**src/hw/rtl/bdte_pkg.sv**
```systemverilog
// Shared constants and helpers for the BCD date/time to epoch seconds converter.
// No dependencies; imported by the converter core.
package bdte_pkg;

	localparam int unsigned SecsPerYear = 31536000;
	localparam int unsigned SecsPerDay  = 86400;
	localparam int unsigned SecsPerHour = 3600;
	localparam int unsigned SecsPerMin  = 60;

	// The epoch year 1970 lies thirty years before the base year 2000.
	localparam int unsigned YearsToBase = 30;
	// Leap days from 1970 through the end of year yr-1 are (yr + 31) / 4,
	// less one once 2100 has passed.
	localparam int unsigned LeapBias    = 31;
	localparam int unsigned NonLeapYear = 100;

	localparam int unsigned ResultWidth = 32;

	typedef logic [ResultWidth-1:0] word_t;

	typedef struct packed {
		logic [6:0] sec;
		logic [6:0] min;
		logic [5:0] hour;
		logic [8:0] days;
		logic [7:0] years;
	} decoded_t;

	// Two BCD digits; a digit above nine counts at its binary value.
	function automatic logic [7:0] bcd_decode(input logic [7:0] v);
		logic [7:0] hi;
		hi = {4'd0, v[7:4]};
		return (hi << 3) + (hi << 1) + {4'd0, v[3:0]};
	endfunction

	// Days in the year before the first of the month; an invalid month gets zero.
	function automatic logic [8:0] days_before(input logic [4:0] mon);
		logic [8:0] d;
		case (mon)
			5'd2:    d = 9'd31;
			5'd3:    d = 9'd59;
			5'd4:    d = 9'd90;
			5'd5:    d = 9'd120;
			5'd6:    d = 9'd151;
			5'd7:    d = 9'd181;
			5'd8:    d = 9'd212;
			5'd9:    d = 9'd243;
			5'd10:   d = 9'd273;
			5'd11:   d = 9'd304;
			5'd12:   d = 9'd334;
			default: d = 9'd0;
		endcase
		return d;
	endfunction

endpackage

```
**src/hw/rtl/bcd_datetime_to_epoch_seconds.sv**
```systemverilog
// BCD real-time-clock reading to POSIX seconds, four-stage pipeline.
// Depends on bdte_pkg for constants and the BCD and month helpers.
//
// Usage: drive the six BCD fields and raise start for one cycle per reading.
// A reading is taken at each rising edge where start is high and busy is low.
// busy is always low, so a new reading may enter on every cycle.
// Each reading yields one beat on epoch_seconds, marked by done for exactly
// one cycle. The result passes through these stages:
//   stage 1 decodes the BCD digits, looks up the month offset and leap day,
//   stage 2 forms the constant products, stage 3 adds them in two groups,
//   and the output register takes the final 32-bit sum.
// Throughput is one reading per cycle.
// The receiver cannot stall; a beat that is not taken is lost to it.
// Reset clears the valid bits of every stage, so no beat follows reset
// until a new reading enters. Results are reduced modulo 2^32.
module bcd_datetime_to_epoch_seconds (
	input  logic                          clk,
	input  logic                          arst_n,
	input  logic                          start,
	output logic                          busy,
	input  logic [6:0]                    seconds_bcd,
	input  logic [6:0]                    minutes_bcd,
	input  logic [5:0]                    hours_bcd,
	input  logic [5:0]                    day_bcd,
	input  logic [4:0]                    month_bcd,
	input  logic [7:0]                    year_bcd,
	output logic                          done,
	output logic [bdte_pkg::ResultWidth-1:0] epoch_seconds
);
	import bdte_pkg::*;

	logic     accept;
	decoded_t dec;
	logic [7:0] yr;
	logic [4:0] mon;
	logic       leap;
	logic [8:0] offset;
	logic [5:0] leapdays;

	logic     valid_s1, valid_s2, valid_s3;
	decoded_t data_s1;
	word_t    sec_s2, min_s2, hour_s2, day_s2, year_s2;
	word_t    big_s3, small_s3;

	assign busy   = 1'b0;
	assign accept = start && !busy;

	always_comb begin
		yr   = bcd_decode(year_bcd);
		mon  = 5'(bcd_decode({3'd0, month_bcd}));
		// Full year 2000 + yr: only 2100 breaks the four-year rule in range.
		leap = (yr[1:0] == 2'd0) && (yr != 8'(NonLeapYear));
		offset = days_before(mon);
		if (mon > 5'd2 && mon <= 5'd12 && leap) begin
			offset = offset + 9'd1;
		end
		leapdays = 6'(({1'b0, yr} + 9'(LeapBias)) >> 2)
			- ((yr > 8'(NonLeapYear)) ? 6'd1 : 6'd0);
		dec.sec   = 7'(bcd_decode({1'b0, seconds_bcd}));
		dec.min   = 7'(bcd_decode({1'b0, minutes_bcd}));
		dec.hour  = 6'(bcd_decode({2'd0, hours_bcd}));
		// At least seven leap days lie behind any year, so this never goes negative.
		dec.days  = 9'(bcd_decode({2'd0, day_bcd})) + offset + 9'(leapdays) - 9'd1;
		dec.years = yr + 8'(YearsToBase);
	end

	always_ff @(posedge clk or negedge arst_n) begin
		if (!arst_n) begin
			valid_s1 <= 1'b0;
			valid_s2 <= 1'b0;
			valid_s3 <= 1'b0;
			done     <= 1'b0;
		end else begin
			valid_s1 <= accept;
			valid_s2 <= valid_s1;
			valid_s3 <= valid_s2;
			done     <= valid_s3;
		end
	end

	always_ff @(posedge clk) begin
		data_s1 <= dec;

		sec_s2  <= word_t'(data_s1.sec);
		min_s2  <= word_t'(data_s1.min * 13'(SecsPerMin));
		hour_s2 <= word_t'(data_s1.hour * 18'(SecsPerHour));
		day_s2  <= word_t'(data_s1.days * 26'(SecsPerDay));
		year_s2 <= word_t'({25'd0, data_s1.years} * 33'(SecsPerYear));

		big_s3   <= day_s2 + year_s2;
		small_s3 <= sec_s2 + min_s2 + hour_s2;

		epoch_seconds <= big_s3 + small_s3;
	end

endmodule

```
**config.mk**
```make
export PLATFORM = sky130hd
export DESIGN_NAME = bcd_datetime_to_epoch_seconds
export DESIGN_NICKNAME = d
export VERILOG_FILES = /design/src/hw/rtl/bdte_pkg.sv /design/src/hw/rtl/bcd_datetime_to_epoch_seconds.sv
export SDC_FILE = /design/constraint.sdc
export NUM_CORES = 1
export LEC_CHECK = 0
export ABC_CLOCK_PERIOD_IN_PS = 5900
export BUFFER_PORTS_ARGS = -buffer_cell sky130_fd_sc_hd__buf_2
export CAP_MARGIN = 25
export CORE_MARGIN = 2
export CORE_UTILIZATION = 35
export CTS_CLUSTER_SIZE = 40
export DETAILED_ROUTE_END_ITERATION = 10
export HOLD_SLACK_MARGIN = 0.12
export SLEW_MARGIN = 20
export SYNTH_ARGS = -nofsm -noshare
export SYNTH_HDL_FRONTEND = slang
export SYNTH_SLANG_ARGS = --single-unit
```
**constraint.sdc**
```tcl
create_clock -name clk -period 5.9 [get_ports clk]
set_input_delay 0.59 -clock clk [delete_from_list [all_inputs] [get_ports clk]]
set_output_delay 0.59 -clock clk [all_outputs]
set_load 0.1 [all_outputs]
```
# After elaboration in Yosys (flattened, before gate mapping)
# Memory sizes are Yosys's and may differ from the RTL's.
# Index checks and enable logic that the tools add are counted.
# W data, S select, Z words.
# op_classes
div	0
bitwise_logic	0
shifts	0
n_reduce_logical	4
eq_ne	1
magnitude_cmp	3
mux	3
addsub	23
n_mul	4
# ops
operator	n
$add A26 B32 Y32	1
$add A32 B32 Y32	1
$mul A8 B18 Y25 const B	1
$add A6 B4 Y7	3
$add A14 B18 Y19	1
$mul A9 B10 Y19 const B	1
$mux W9	2
$add A8 B5 Y8 const B	2
$add A7 B13 Y14	1
$add A7 B4 Y7	2
$mul A6 B8 Y14 const B	1
$add A5 B3 Y6	2
$mul A7 B4 Y11 const B	1
$add A7 B9 Y9	1
$add A9 B1 Y9 const B	1
$add A9 B6 Y9	1
$sub A9 B1 Y9 const B	1
$add A7 B5 Y8	1
$add A8 B4 Y8	1
$gt A8 B7 Y1 const B	1
$ne A8 B7 Y1 const B	1
$add A6 B4 Y6	1
$sub A6 B1 Y6	1
$add A4 B2 Y5	1
other kinds (6)	8
# word_totals
out_inout_bits	34
mem_bits_rw	0
mem_bits_ro	144
memories	1
reg_bits	213
latch_bits	0
# mem_list
name	words	width	read_ports	rd_ports_with_merged_regs	write_ports	line	source
(name not given)	16	9	1	0	0	bdte_pkg.sv:39	case (mon)

# Logic depth before layout (Yosys ltp)
# Gate-level depths: netlist (run 1).
# logic_depth
ltp_word	9
depth_mapped	26
mapped_depth_nobuf	26

# Least setup slack after synthesis (run 1)
# No wires, ideal clock.
# synth_path
kind	input-to-reg
startpoint	input year_bcd[3]
endpoint	register data_s1[16] (netlist bit)
arrival_time_ns	5.417
n_path_buf	0
path_stages	22
required_ns	5.779
slack_ns	0.362
cell_sequence	fa_1 fa_1 a21o_1 a21oi_1 xnor2_2 nand2b_1 o21a_2 and4_1 xnor2_1 ha_1 inv_1 fa_1 inv_1 fa_1 fa_1 inv_1 a21oi_1 o21bai_1 a21o_1 a21oi_1 xnor2_1 xnor2_1
# synth_rtl
element	line	source
start: declaration	bcd_datetime_to_epoch_seconds.sv:26	input logic [7:0] year_bcd,
end signal: assignment	bcd_datetime_to_epoch_seconds.sv:82	data_s1 <= dec;
end: declaration	bcd_datetime_to_epoch_seconds.sv:41	decoded_t data_s1;

==> results by group, run 1 <==
Routing
  – DRT Pass-1 Iters: 5
  – Final ANT Viol Nets: 0
  – Vias per inst: 4.526
  – Drt wl/cell: roughly 12 um
  – Final wirelength: 23360 um
  – Total vias in the final route: around 8600
  – Drc violations: 0
  – Starting DRC count in detailed routing: 242

Setup path
  – Critical path's largest stage delay: 0.53 ns
  – CP Capture Type: register
  – Critical Setup Path Class: in2reg
  – R2r setup slk: 0.93 ns
  – Crit path DAT: 5.63 ns
  – Slowest cell on the critical path: fa_1
  – Worst-path cell chain: buf_2, fa_1, fa_1, a21o_1, a21oi_1, xnor2_2, nand2b_1, o21a_2, and4_1, xnor2_1, ha_1, inv_1, fa_1, inv_1, fa_1, fa_1, inv_1, a21oi_1, o21bai_1, a21o_1, a21oi_1, xnor2_1, xnor2_1
  – Most used cell, CP: fa_1
  – CP max FO: 7
  – CP Data Required Time: approximately 6.2 ns
  – Startpoint types: input port

Synthesis
  – Top-area cell type share of the netlist area: 28.67%
  – Synth Area per Inst: around 10 um2
  – Adder-Cell Fraction of Synth Area: a little over a third
  – Syn. warnings: 0
  – Synth Area in Simple Gates: 6.768%
  – Compound-Gate Fraction of Synth Area: between 10% and 20%
  – Number of synthesized flops with an enable pin: 0
  – Seq/Total Area, Yosys: about 29%
  – Yosys cell types: 66
  – Cell Area, Synth: around 13000 um2
  – XOR/XNOR share of the synthesized area: 9.252%
  – Synth area leader: dfxtp_1
  – Post-synth net total: 1665
  – Asr flop ratio synth: around 2.1%
  – Cells after synthesis: 1286
  – Main combinational cell family by area after synthesis: adder cells
  – #FFs+latches synth: 193
  – Mux cell area share after synthesis: less than 1%
  – Largest cells by area after synthesis: dfxtp_1 29%, ha_1 25%, fa_1 12%, xnor2_1 6.3%, inv_1 5.4%
  – Most common flop cell mapped by yosys: dfxtp_1

Hold path
  – Hold Crit Class: in2reg

Final layout
  – Most frequent cells in the layout: 261 x ha_1, 189 x inv_1, 189 x dfxtp_1, 95 x xnor2_1
  – FF+latch area: 3884 um2
  – Final #Nets: 1759
  – Syn-to-layout area delta: 12.59%
  – Share of layout cells above drive strength 1: about a tenth
  – Fillcell total: 3648
  – Commonest non-fill, non-tap cell in the layout: ha_1
  – Area of the multi-input gates: ~8600 um2
  – ANT cells: 0

Timing
  – Min Tclk post-route: 5.299 ns
  – Final Hold Fails: 0
  – Pins Over Slew Limit: 0
  – Fmax: 0.1887 GHz
  – TNS Setup: 0 ns
  – RSZ-0062 raised after global routing: no
  – Final worst-path cycle share: 89.81%
  – Clock skew: 0.01432 ns
  – Setup-failing EPs final: 0
  – Worst-Margin Slew: around 0.56 ns
  – Slew margin rel.: 62.19%

CTS
  – CTS tree: built
  – CTS root buffer: clkbuf_16
  – Postcts setup bufs: 0
  – Worst-Skew Late Latency: between 0.4 and 0.5 ns
  – H-tree Lvls: 4
  – CTS Sinks: between 150 and 200
  – Reg clk slew, reported paths: 0.08 ns
  – CTS Buf Count: 17
  – Clock buffer depth: 2

Global routing
  – First-pass GRT wire length: 39530 um
  – Largest net degree at the start of global routing: 21
  – Initial antenna violation count: 0
  – Gr ovfl total: 0
  – GRT Overall Usage: 12.50%
  – Vias in the first global route: between 8000 and 9000

Floorplanning
  – Die Y: 198.2 um
  – CORE AREA: around 37000 um2
  – Std cell rows: between 70 and 80
  – Boundary Pins: between 70 and 80
  – Die X: 198.2 um
  – Die ar.: around 39000 um2
  – Initial Utilization: 35.29%

Run status
  – Status: complete, no violations

Placement
  – Placer Congestion: 0.8286
  – Buffers added on ports: 74
  – HPWL Detailed: roughly 20000 um

Job
  – MaxCap Viol Count: 0
## through the flow
| step | hold WS, ns | util, % | worst slack [ns] | std cells | instance area (um2) |
|---|---|---|---|---|---|
| after floorplan | 0.2944 | - | 0.3618 | 1286 | 13200 |
| after global placement | 0.3097 | 38.00 | 0.1518 | 1871 | 14210 |
| after detailed placement | 0.3132 | 38.00 | 0.1032 | 1871 | 14210 |
| after CTS | 0.2173 | 39.73 | 0.5809 | 1904 | 14860 |
| after global routing | 0.2182 | 39.73 | 0.3305 | 1904 | 14860 |
| final | 0.2447 | 39.73 | 0.6011 | 1904 | 14860 |
## synth_stat cells, drive strengths merged (7+ instances only)
| master | instances |
|---|---|
| a21o | 39 |
| a21oi | 80 |
| a31oi | 8 |
| and2 | 7 |
| and3 | 12 |
| dfxtp | 189 |
| fa | 76 |
| ha | 261 |
| inv | 189 |
| nand2 | 40 |
| nand2b | 8 |
| nand3 | 19 |
| nand4 | 8 |
| nor2 | 46 |
| nor2b | 16 |
| nor3 | 10 |
| o21a | 13 |
| o21ai | 35 |
| o21bai | 18 |
| xnor2 | 97 |
| xor2 | 39 |
## path summary, 6_finish.rpt
path	endpoint	startpoint	cells past startpoint
hold / removal	data_s1[23]	minutes_bcd[0]	1
setup reg to reg	year_s2[30]	data_s1[5]	15
hold reg to reg	sec_s2[4]	data_s1[34]	0
setup / recovery	data_s1[16]	year_bcd[3]	23
min in group asynchronous	valid_s2	arst_n	2
max in group asynchronous	done	arst_n	2
## critical path: cells and delay by family
kind	cells	cell delay [ns]
buffers and inverters	4	0.28
AOI/OAI and AO/OA	7	1.13
adders and majority gates	6	2.76
xor gates and xnor gates	4	0.55
and+or+nand+nor	2	0.33
## sequential cells by signal, summed over array words and instances, names as in the netlist, 7 cells and up
register       cells
small_s3          19
data_s1           37
min_s2            11
sec_s2             7
epoch_seconds     32
big_s3            25
year_s2           25
day_s2            19
hour_s2           14
## layout make-up
type	count	area share, %
multi-input combinational	899	57.68
sequential	193	26.13
inverter	189	4.774
clock buffer	17	2.863
timing repair buffer	80	2.812
tap	511	4.302
clock inverter	15	1.431
## layer usage
| layer | vias to the layer above | GRT usage [%] | wire length (um) |
|---|---|---|---|
| li1 | 4521 | - | - |
| met1 | 3979 | 16.86 | 11780 |
| met2 | 100 | 20.49 | 10610 |
| met3 | 17 | 1.925 | 672 |
| met4 | 0 | 3.982 | 291 |
| met5 | - | 0 | 0 |
## repair_timing
item	in CTS	in global routing
hold endpoints to repair	4	0
hold buffers	1	0
gates resized for setup	0	0
## cell families (layout without fill, tap and decap cells)
kind of cell / after synthesis / count (layout)
buffers and inverters: 194 / 301
adder cells (fa/ha/maj): 337 / 337
AND/OR/NAND/NOR: 180 / 180
XOR/XNOR: 136 / 136
multiplexers: 4 / 4
AO/OA/AOI/OAI: 241 / 241
other: 1 / 1
flip-flops: 193 / 193
Power of run 1 is left out: the tool's default activity adds up to more than one toggle a clock period on the data nets, which glitch-free logic cannot reach.
==> inputs of run 2 (changes only) <==
--- a/config.mk
+++ b/config.mk
@@ -8,11 +8,14 @@
 export ABC_CLOCK_PERIOD_IN_PS = 5900
 export BUFFER_PORTS_ARGS = -buffer_cell sky130_fd_sc_hd__buf_2
 export CAP_MARGIN = 25
+export CELL_PAD_IN_SITES_DETAIL_PLACEMENT = 1
+export CELL_PAD_IN_SITES_GLOBAL_PLACEMENT = 1
 export CORE_MARGIN = 2
 export CORE_UTILIZATION = 35
 export CTS_CLUSTER_SIZE = 40
 export DETAILED_ROUTE_END_ITERATION = 10
 export HOLD_SLACK_MARGIN = 0.12
+export PLACE_DENSITY_LB_ADDON = 0.1
 export SLEW_MARGIN = 20
 export SYNTH_ARGS = -nofsm -noshare
 export SYNTH_HDL_FRONTEND = slang
==> run 2 against run 1 <==
Hold slack worse by 0.0069 ns; critical path depth is the same; clock-buffer cell count increased by 1; non-clock buffer count up 3; cell area about the same; fmax is 0.85% lower; sequential share of layout area barely moved; via count rose by 0.50%; routed wire length increased by 15%.
==> results by group, run 2 (synthesis gave the netlist of run 1 again) <==
Setup path
  – Crit path DAT: 5.67 ns
  – Cell count of the worst reg-to-reg path: 15
  – Startpoint types: input port
  – RR Startpoint: data_s1[6]
  – Critical Setup Path Class: in2reg
  – CP Capture Type: register
  – CP Data Required Time: 6.23 ns
  – R2r setup slk: a little over 0.8 ns
  – R2r endpoint: year_s2[30]
  – CP max FO: 7

Timing
  – Slew margin rel.: 62.94%
  – Clock skew: 0.01189 ns
  – Worst-Margin Slew: ~0.54 ns
  – Pins Over Slew Limit: 0
  – Final worst-path cycle share: 90.58%
  – Setup-failing EPs final: 0
  – Fmax: 0.1871 GHz
  – TNS Setup: 0 ns
  – Min Tclk post-route: 5.344 ns
  – Final Hold Fails: 0
  – RSZ-0062 raised after global routing: no
  – Post-route setup slack: 0.5558 ns

Final layout
  – Most flops, register: data_s1
  – Share of layout cells above drive strength 1: a little over a tenth
  – Syn-to-layout area delta: 12.54%
  – ANT cells: 0
  – Max FFs per register: 37
  – Area of the multi-input gates: around 8600 um2
  – Commonest non-fill, non-tap cell in the layout: ha_1
  – Fillcell total: 4214
  – Biggest regs: data_s1 (37), epoch_seconds (32)
  – Most frequent cells in the layout: 261 x ha_1, 189 x inv_1, 189 x dfxtp_1, 95 x xnor2_1
  – FF+latch area: 3884 um2
  – Final #Nets: 1762
  – Post-route cell area: between 10000 and 15000 um2

CTS
  – Post-cts sizing count: 0
  – CTS tree: built
  – H-tree Lvls: 4
  – Worst-Skew Late Latency: 0.45 ns
  – CTS Sinks: 193
  – CTS Buf Count: 17
  – CTS root buffer: clkbuf_16
  – Clock buffer depth: 2
  – Reg clk slew, reported paths: 0.07 ns

Global routing
  – GRT Max-Usage Layer: met2
  – GR Util met3: under 10%
  – Met2 Use GR: about 23%
  – GRT met1 Usage: 20.77%
  – Initial antenna violation count: 2
  – GRT Overall Usage: roughly 15%
  – Vias in the first global route: 9036
  – First-pass GRT wire length: 45330 um
  – Gr ovfl total: 0
  – Largest net degree at the start of global routing: 19

Floorplanning
  – Std cell rows: 71
  – Die ar.: 39280 um2
  – Die X: around 200 um
  – Boundary Pins: 76
  – Initial Utilization: 35.29%
  – CORE AREA: roughly 37000 um2
  – Die Y: 198.2 um

Placement
  – HPWL Detailed: approximately 23000 um
  – Pre-CTS setup slack: 0.04946 ns
  – Placer Congestion: between 0.8 and 0.9
  – Buffers added on ports: 74
  – Area post-placement: 14230 um2

Hold path
  – Hold depth: 1
  – Hold Crit Class: in2reg
  – Startpoint of the worst hold path: seconds_bcd[0]
  – WHS Endpoint: data_s1[30]

Routing
  – Vias per inst: 4.541
  – Drc violations: 0
  – Final ANT Viol Nets: 0
  – Total vias in the final route: 8660
  – Final wirelength: 26870 um
  – Drt wl/cell: between 10 and 15 um
  – Starting DRC count in detailed routing: 224
  – DRT Pass-1 Iters: 4

Job
  – MaxCap Viol Count: 0

Run status
  – Status: complete, no violations
## run 2: layer usage
metal,wire [um],part of all wire (%)
met2,11810,44
met4,304,1.1
met3,509,1.9
met1,14240,53
met5,0,0
## run 2: metrics by stage
| step | hold WS [ns] | instances | util (%) |
|---|---|---|---|
| after floorplan | 0.2944 | 1286 | - |
| after global placement | 0.3108 | 1874 | 38.06 |
| after detailed placement | 0.3135 | 1874 | 38.06 |
| after CTS | 0.2087 | 1907 | 39.72 |
| after global routing | 0.2161 | 1907 | 39.72 |
| final | 0.2379 | 1907 | 39.72 |
## run 2: cell type report
class                   instances  share of cell area [%]
flip-flops and latches        193                   26.15
multi-input cells             899                   57.71
clock inverters                14                   1.146
inverters                     189                   4.776
repair buffers                 83                   2.965
clock buffers                  18                   2.957
well taps                     511                   4.304
## run 2: worst max path at each step
stage	from	endpoint	slack, ns	depth (start not counted)
2_1_floorplan	year_bcd[3]	data_s1[16]	0.36	22
3_3_place_gp	year_bcd[3]	data_s1[16]	0.10	23
3_5_place_dp	year_bcd[3]	data_s1[16]	0.05	23
4_1_cts	year_bcd[3]	data_s1[16]	0.53	23
5_1_grt	year_bcd[3]	data_s1[16]	0.23	23
6_report	year_bcd[3]	data_s1[16]	0.56	23
## run 2: worst max-delay path, stage by stage
cell and delay [ns]:
buf_2 0.11, fa_1 0.52, fa_1 0.48, a21o_1 0.19, a21oi_1 0.22, xnor2_2 0.14
nand2b_1 0.11, o21a_2 0.28, and4_1 0.22, xnor2_1 0.13, ha_1 0.29, inv_1 0.05
fa_1 0.50, inv_1 0.05, fa_1 0.52, fa_1 0.47, inv_1 0.07, a21oi_1 0.05
o21bai_1 0.19, a21o_1 0.14, a21oi_1 0.07, xnor2_1 0.18, xnor2_1 0.09
## run 2: what timing repair did
action / 4_1_cts / 5_1_grt
endpoints found under the setup margin: 0 / 0
setup buffers: 0 / 0
hold endpoints to repair: 4 / 0
hold buffers: 1 / 0
Power of run 2 is left out for the same reason.
==> inputs of run 3 (changes only) <==
--- a/config.mk
+++ b/config.mk
@@ -5,6 +5,7 @@
 export SDC_FILE = /design/constraint.sdc
 export NUM_CORES = 1
 export LEC_CHECK = 0
+export ABC_AREA = 1
 export ABC_CLOCK_PERIOD_IN_PS = 5900
 export BUFFER_PORTS_ARGS = -buffer_cell sky130_fd_sc_hd__buf_2
 export CAP_MARGIN = 25
==> run 3 against run 2 <==
Hold slack got worse by 0.0088 ns; routed wire length rose by 14%; fmax rose by 4.6%; cell count rose by 12%; via count rose by 13%; non-clock buffer count fell by 8; critical endpoint unchanged.
==> results by group, run 3 <==
CTS
  – Clock buffer depth: 2
  – Hold_buf cts: 1
  – H-tree Lvls: 4
  – CTS Buf Count: 17
  – Reg clk slew, reported paths: around 0.07 ns
  – CTS tree: built
  – Worst-Skew Late Latency: 0.46 ns
  – CTS root buffer: clkbuf_16
  – Post-cts sizing count: 0
  – CTS Sinks: 193
  – Postcts setup bufs: 0

Routing
  – Drt wl/cell: 14.30 um
  – DRT Pass-1 Iters: 4
  – Total vias in the final route: 9813
  – Final ANT Viol Nets: 0
  – Final wirelength: ~31000 um
  – Vias per inst: 4.598
  – Starting DRC count in detailed routing: 293
  – Drc violations: 0

Setup path
  – Worst-path cell chain: buf_2, fa_1, fa_1, nand3_1, nand3_1, nand2_1, nand2_1, nand3_1, nand2_1, o21ai_0, nand2_1, ha_1, inv_1, fa_1, inv_1, fa_1, fa_1, o21ai_0, nand2_1, nand2_1, a21oi_1, o21bai_1, nand3_1, nand2_1
  – CP max FO: 5
  – CP Capture Type: register
  – Critical Setup Path Class: in2reg
  – CP Data Required Time: between 6 and 7 ns
  – Most used cell, CP: nand2_1
  – RR Startpoint: data_s1[6]
  – CP Buf/Inv Count: 3
  – Crit path DAT: 5.46 ns
  – Critical Path Start: year_bcd[3]
  – Critical path's largest stage delay: 0.53 ns
  – Slowest cell on the critical path: fa_1
  – Startpoint types: input port
  – Family with the most delay on the worst path: adder cells

Timing
  – Final Hold Fails: 0
  – Post-route setup slack: 0.7884 ns
  – Worst-Margin Slew: 0.5167 ns
  – Clock skew: 0.01144 ns
  – Hold_ws: between 0.2 and 0.25 ns
  – Final worst-path cycle share: 86.64%
  – Fmax: around 0.2 GHz
  – Pins Over Slew Limit: 0
  – Setup-failing EPs final: 0
  – Slew margin rel.: 65.19%
  – RSZ-0062 raised after global routing: no
  – TNS Setup: 0 ns
  – Min Tclk post-route: 5.112 ns

Final layout
  – Commonest non-fill, non-tap cell in the layout: ha_1
  – Final #Nets: 1982
  – Max FFs per register: 37
  – Syn-to-layout area delta: 11.65%
  – Fillcell total: between 4000 and 5000
  – Share of layout cells above drive strength 1: 7.983%
  – Most flops, register: data_s1
  – Biggest regs: data_s1 (37), epoch_seconds (32)
  – Final core occ: 39.46%
  – ANT cells: 0
  – Most frequent cells in the layout: 261 x ha_1, 246 x inv_1, 236 x nand2_1, 189 x dfxtp_1, 86 x a21oi_1

Placement
  – Placer Congestion: 0.8369
  – Buffers added on ports: 74
  – HPWL Detailed: between 20000 and 30000 um
  – Pre-CTS setup slack: 0.2340 ns

Hold path
  – Startpoint of the worst hold path: hours_bcd[0]
  – Hold Crit Class: in2reg

Synthesis
  – Most common flop cell mapped by yosys: dfxtp_1
  – Cell Area, Synth: 13590 um2
  – Seq/Total Area, Yosys: between 20% and 30%
  – Syn. warnings: 0
  – Synth area leader: dfxtp_1
  – Synth cell count leaders: 261 x ha_1, 246 x inv_1, 236 x nand2_1, 189 x dfxtp_1, 86 x a21oi_1
  – Post-synth net total: 1891
  – Number of synthesized flops with an enable pin: 0
  – Most common cell in the netlist: ha_1
  – Asr flop ratio synth: 2.073%
  – Largest cells by area after synthesis: dfxtp_1 28%, ha_1 24%, fa_1 11%, inv_1 6.8%, nand2_1 6.5%
  – #FFs+latches synth: 193
  – Yosys cell types: 48
  – Synth Area per Inst: 8.991 um2
  – Cells after synthesis: 1512
  – Top-area cell type share of the netlist area: 27.83%

Floorplanning
  – Initial Utilization: 35.34%
  – Die Y: between 200 and 250 um
  – Die ar.: 40430 um2
  – Boundary Pins: 76
  – Std cell rows: 72
  – CORE AREA: 38470 um2
  – Die X: just over 200 um

Global routing
  – Gr ovfl total: 0
  – Initial antenna violation count: 2
  – Largest net degree at the start of global routing: 19
  – Vias in the first global route: 10633
  – First-pass GRT wire length: ~52000 um
  – GRT Overall Usage: 15.98%

Run status
  – Status: complete, no violations

Job
  – MaxCap Viol Count: 0
## run 3: cell families (layout without fill, tap and decap cells)
kind of cell / after synthesis / in the layout / synth area share (%)
compound gates: 187 / 187 / 7.980
other cells: 1 / 1 / 0.02759
fa+ha+maj: 337 / 337 / 35.21
xor+xnor: 127 / 127 / 8.182
buf+inv: 251 / 355 / 7.023
flops: 193 / 193 / 28.57
simple gates: 416 / 416 / 13.01
## run 3: final timing paths
check / to / slack, ns / cells past startpoint
worst min-delay path: data_s1[17] / 0.23 / 1
worst max-delay path: data_s1[16] / 0.79 / 24
max in group asynchronous: valid_s3 / 5.32 / 2
worst max register to register: year_s2[27] / 1.41 / 12
min in group asynchronous: valid_s1 / 0.47 / 2
worst min register to register: sec_s2[3] / 0.33 / 0
## run 3: stage by stage
step / area, um2 / cells
3_3_place_gp: 14590 / 2101
6_report: 15180 / 2134
3_5_place_dp: 14590 / 2101
4_1_cts: 15180 / 2134
2_1_floorplan: 13590 / 1512
5_1_grt: 15180 / 2134
## run 3: final cells by class
cell class / count / area [um2] / area share, %
clock inverters: 12 / 112.6 / 0.7419
well taps: 518 / 648.1 / 4.270
repair buffers: 75 / 380.4 / 2.506
flip-flops and latches: 193 / 3884 / 25.59
inverters: 248 / 930.9 / 6.133
multi-input cells: 1068 / 8756 / 57.69
clock buffers: 20 / 466.7 / 3.075
## run 3: per-layer routing
layer,track usage (%),wire [um]
met1,21.12,15160
met2,27.14,14300
met5,0,0
met3,1.867,538
met4,5.238,516
Power of run 3 is left out for the same reason.
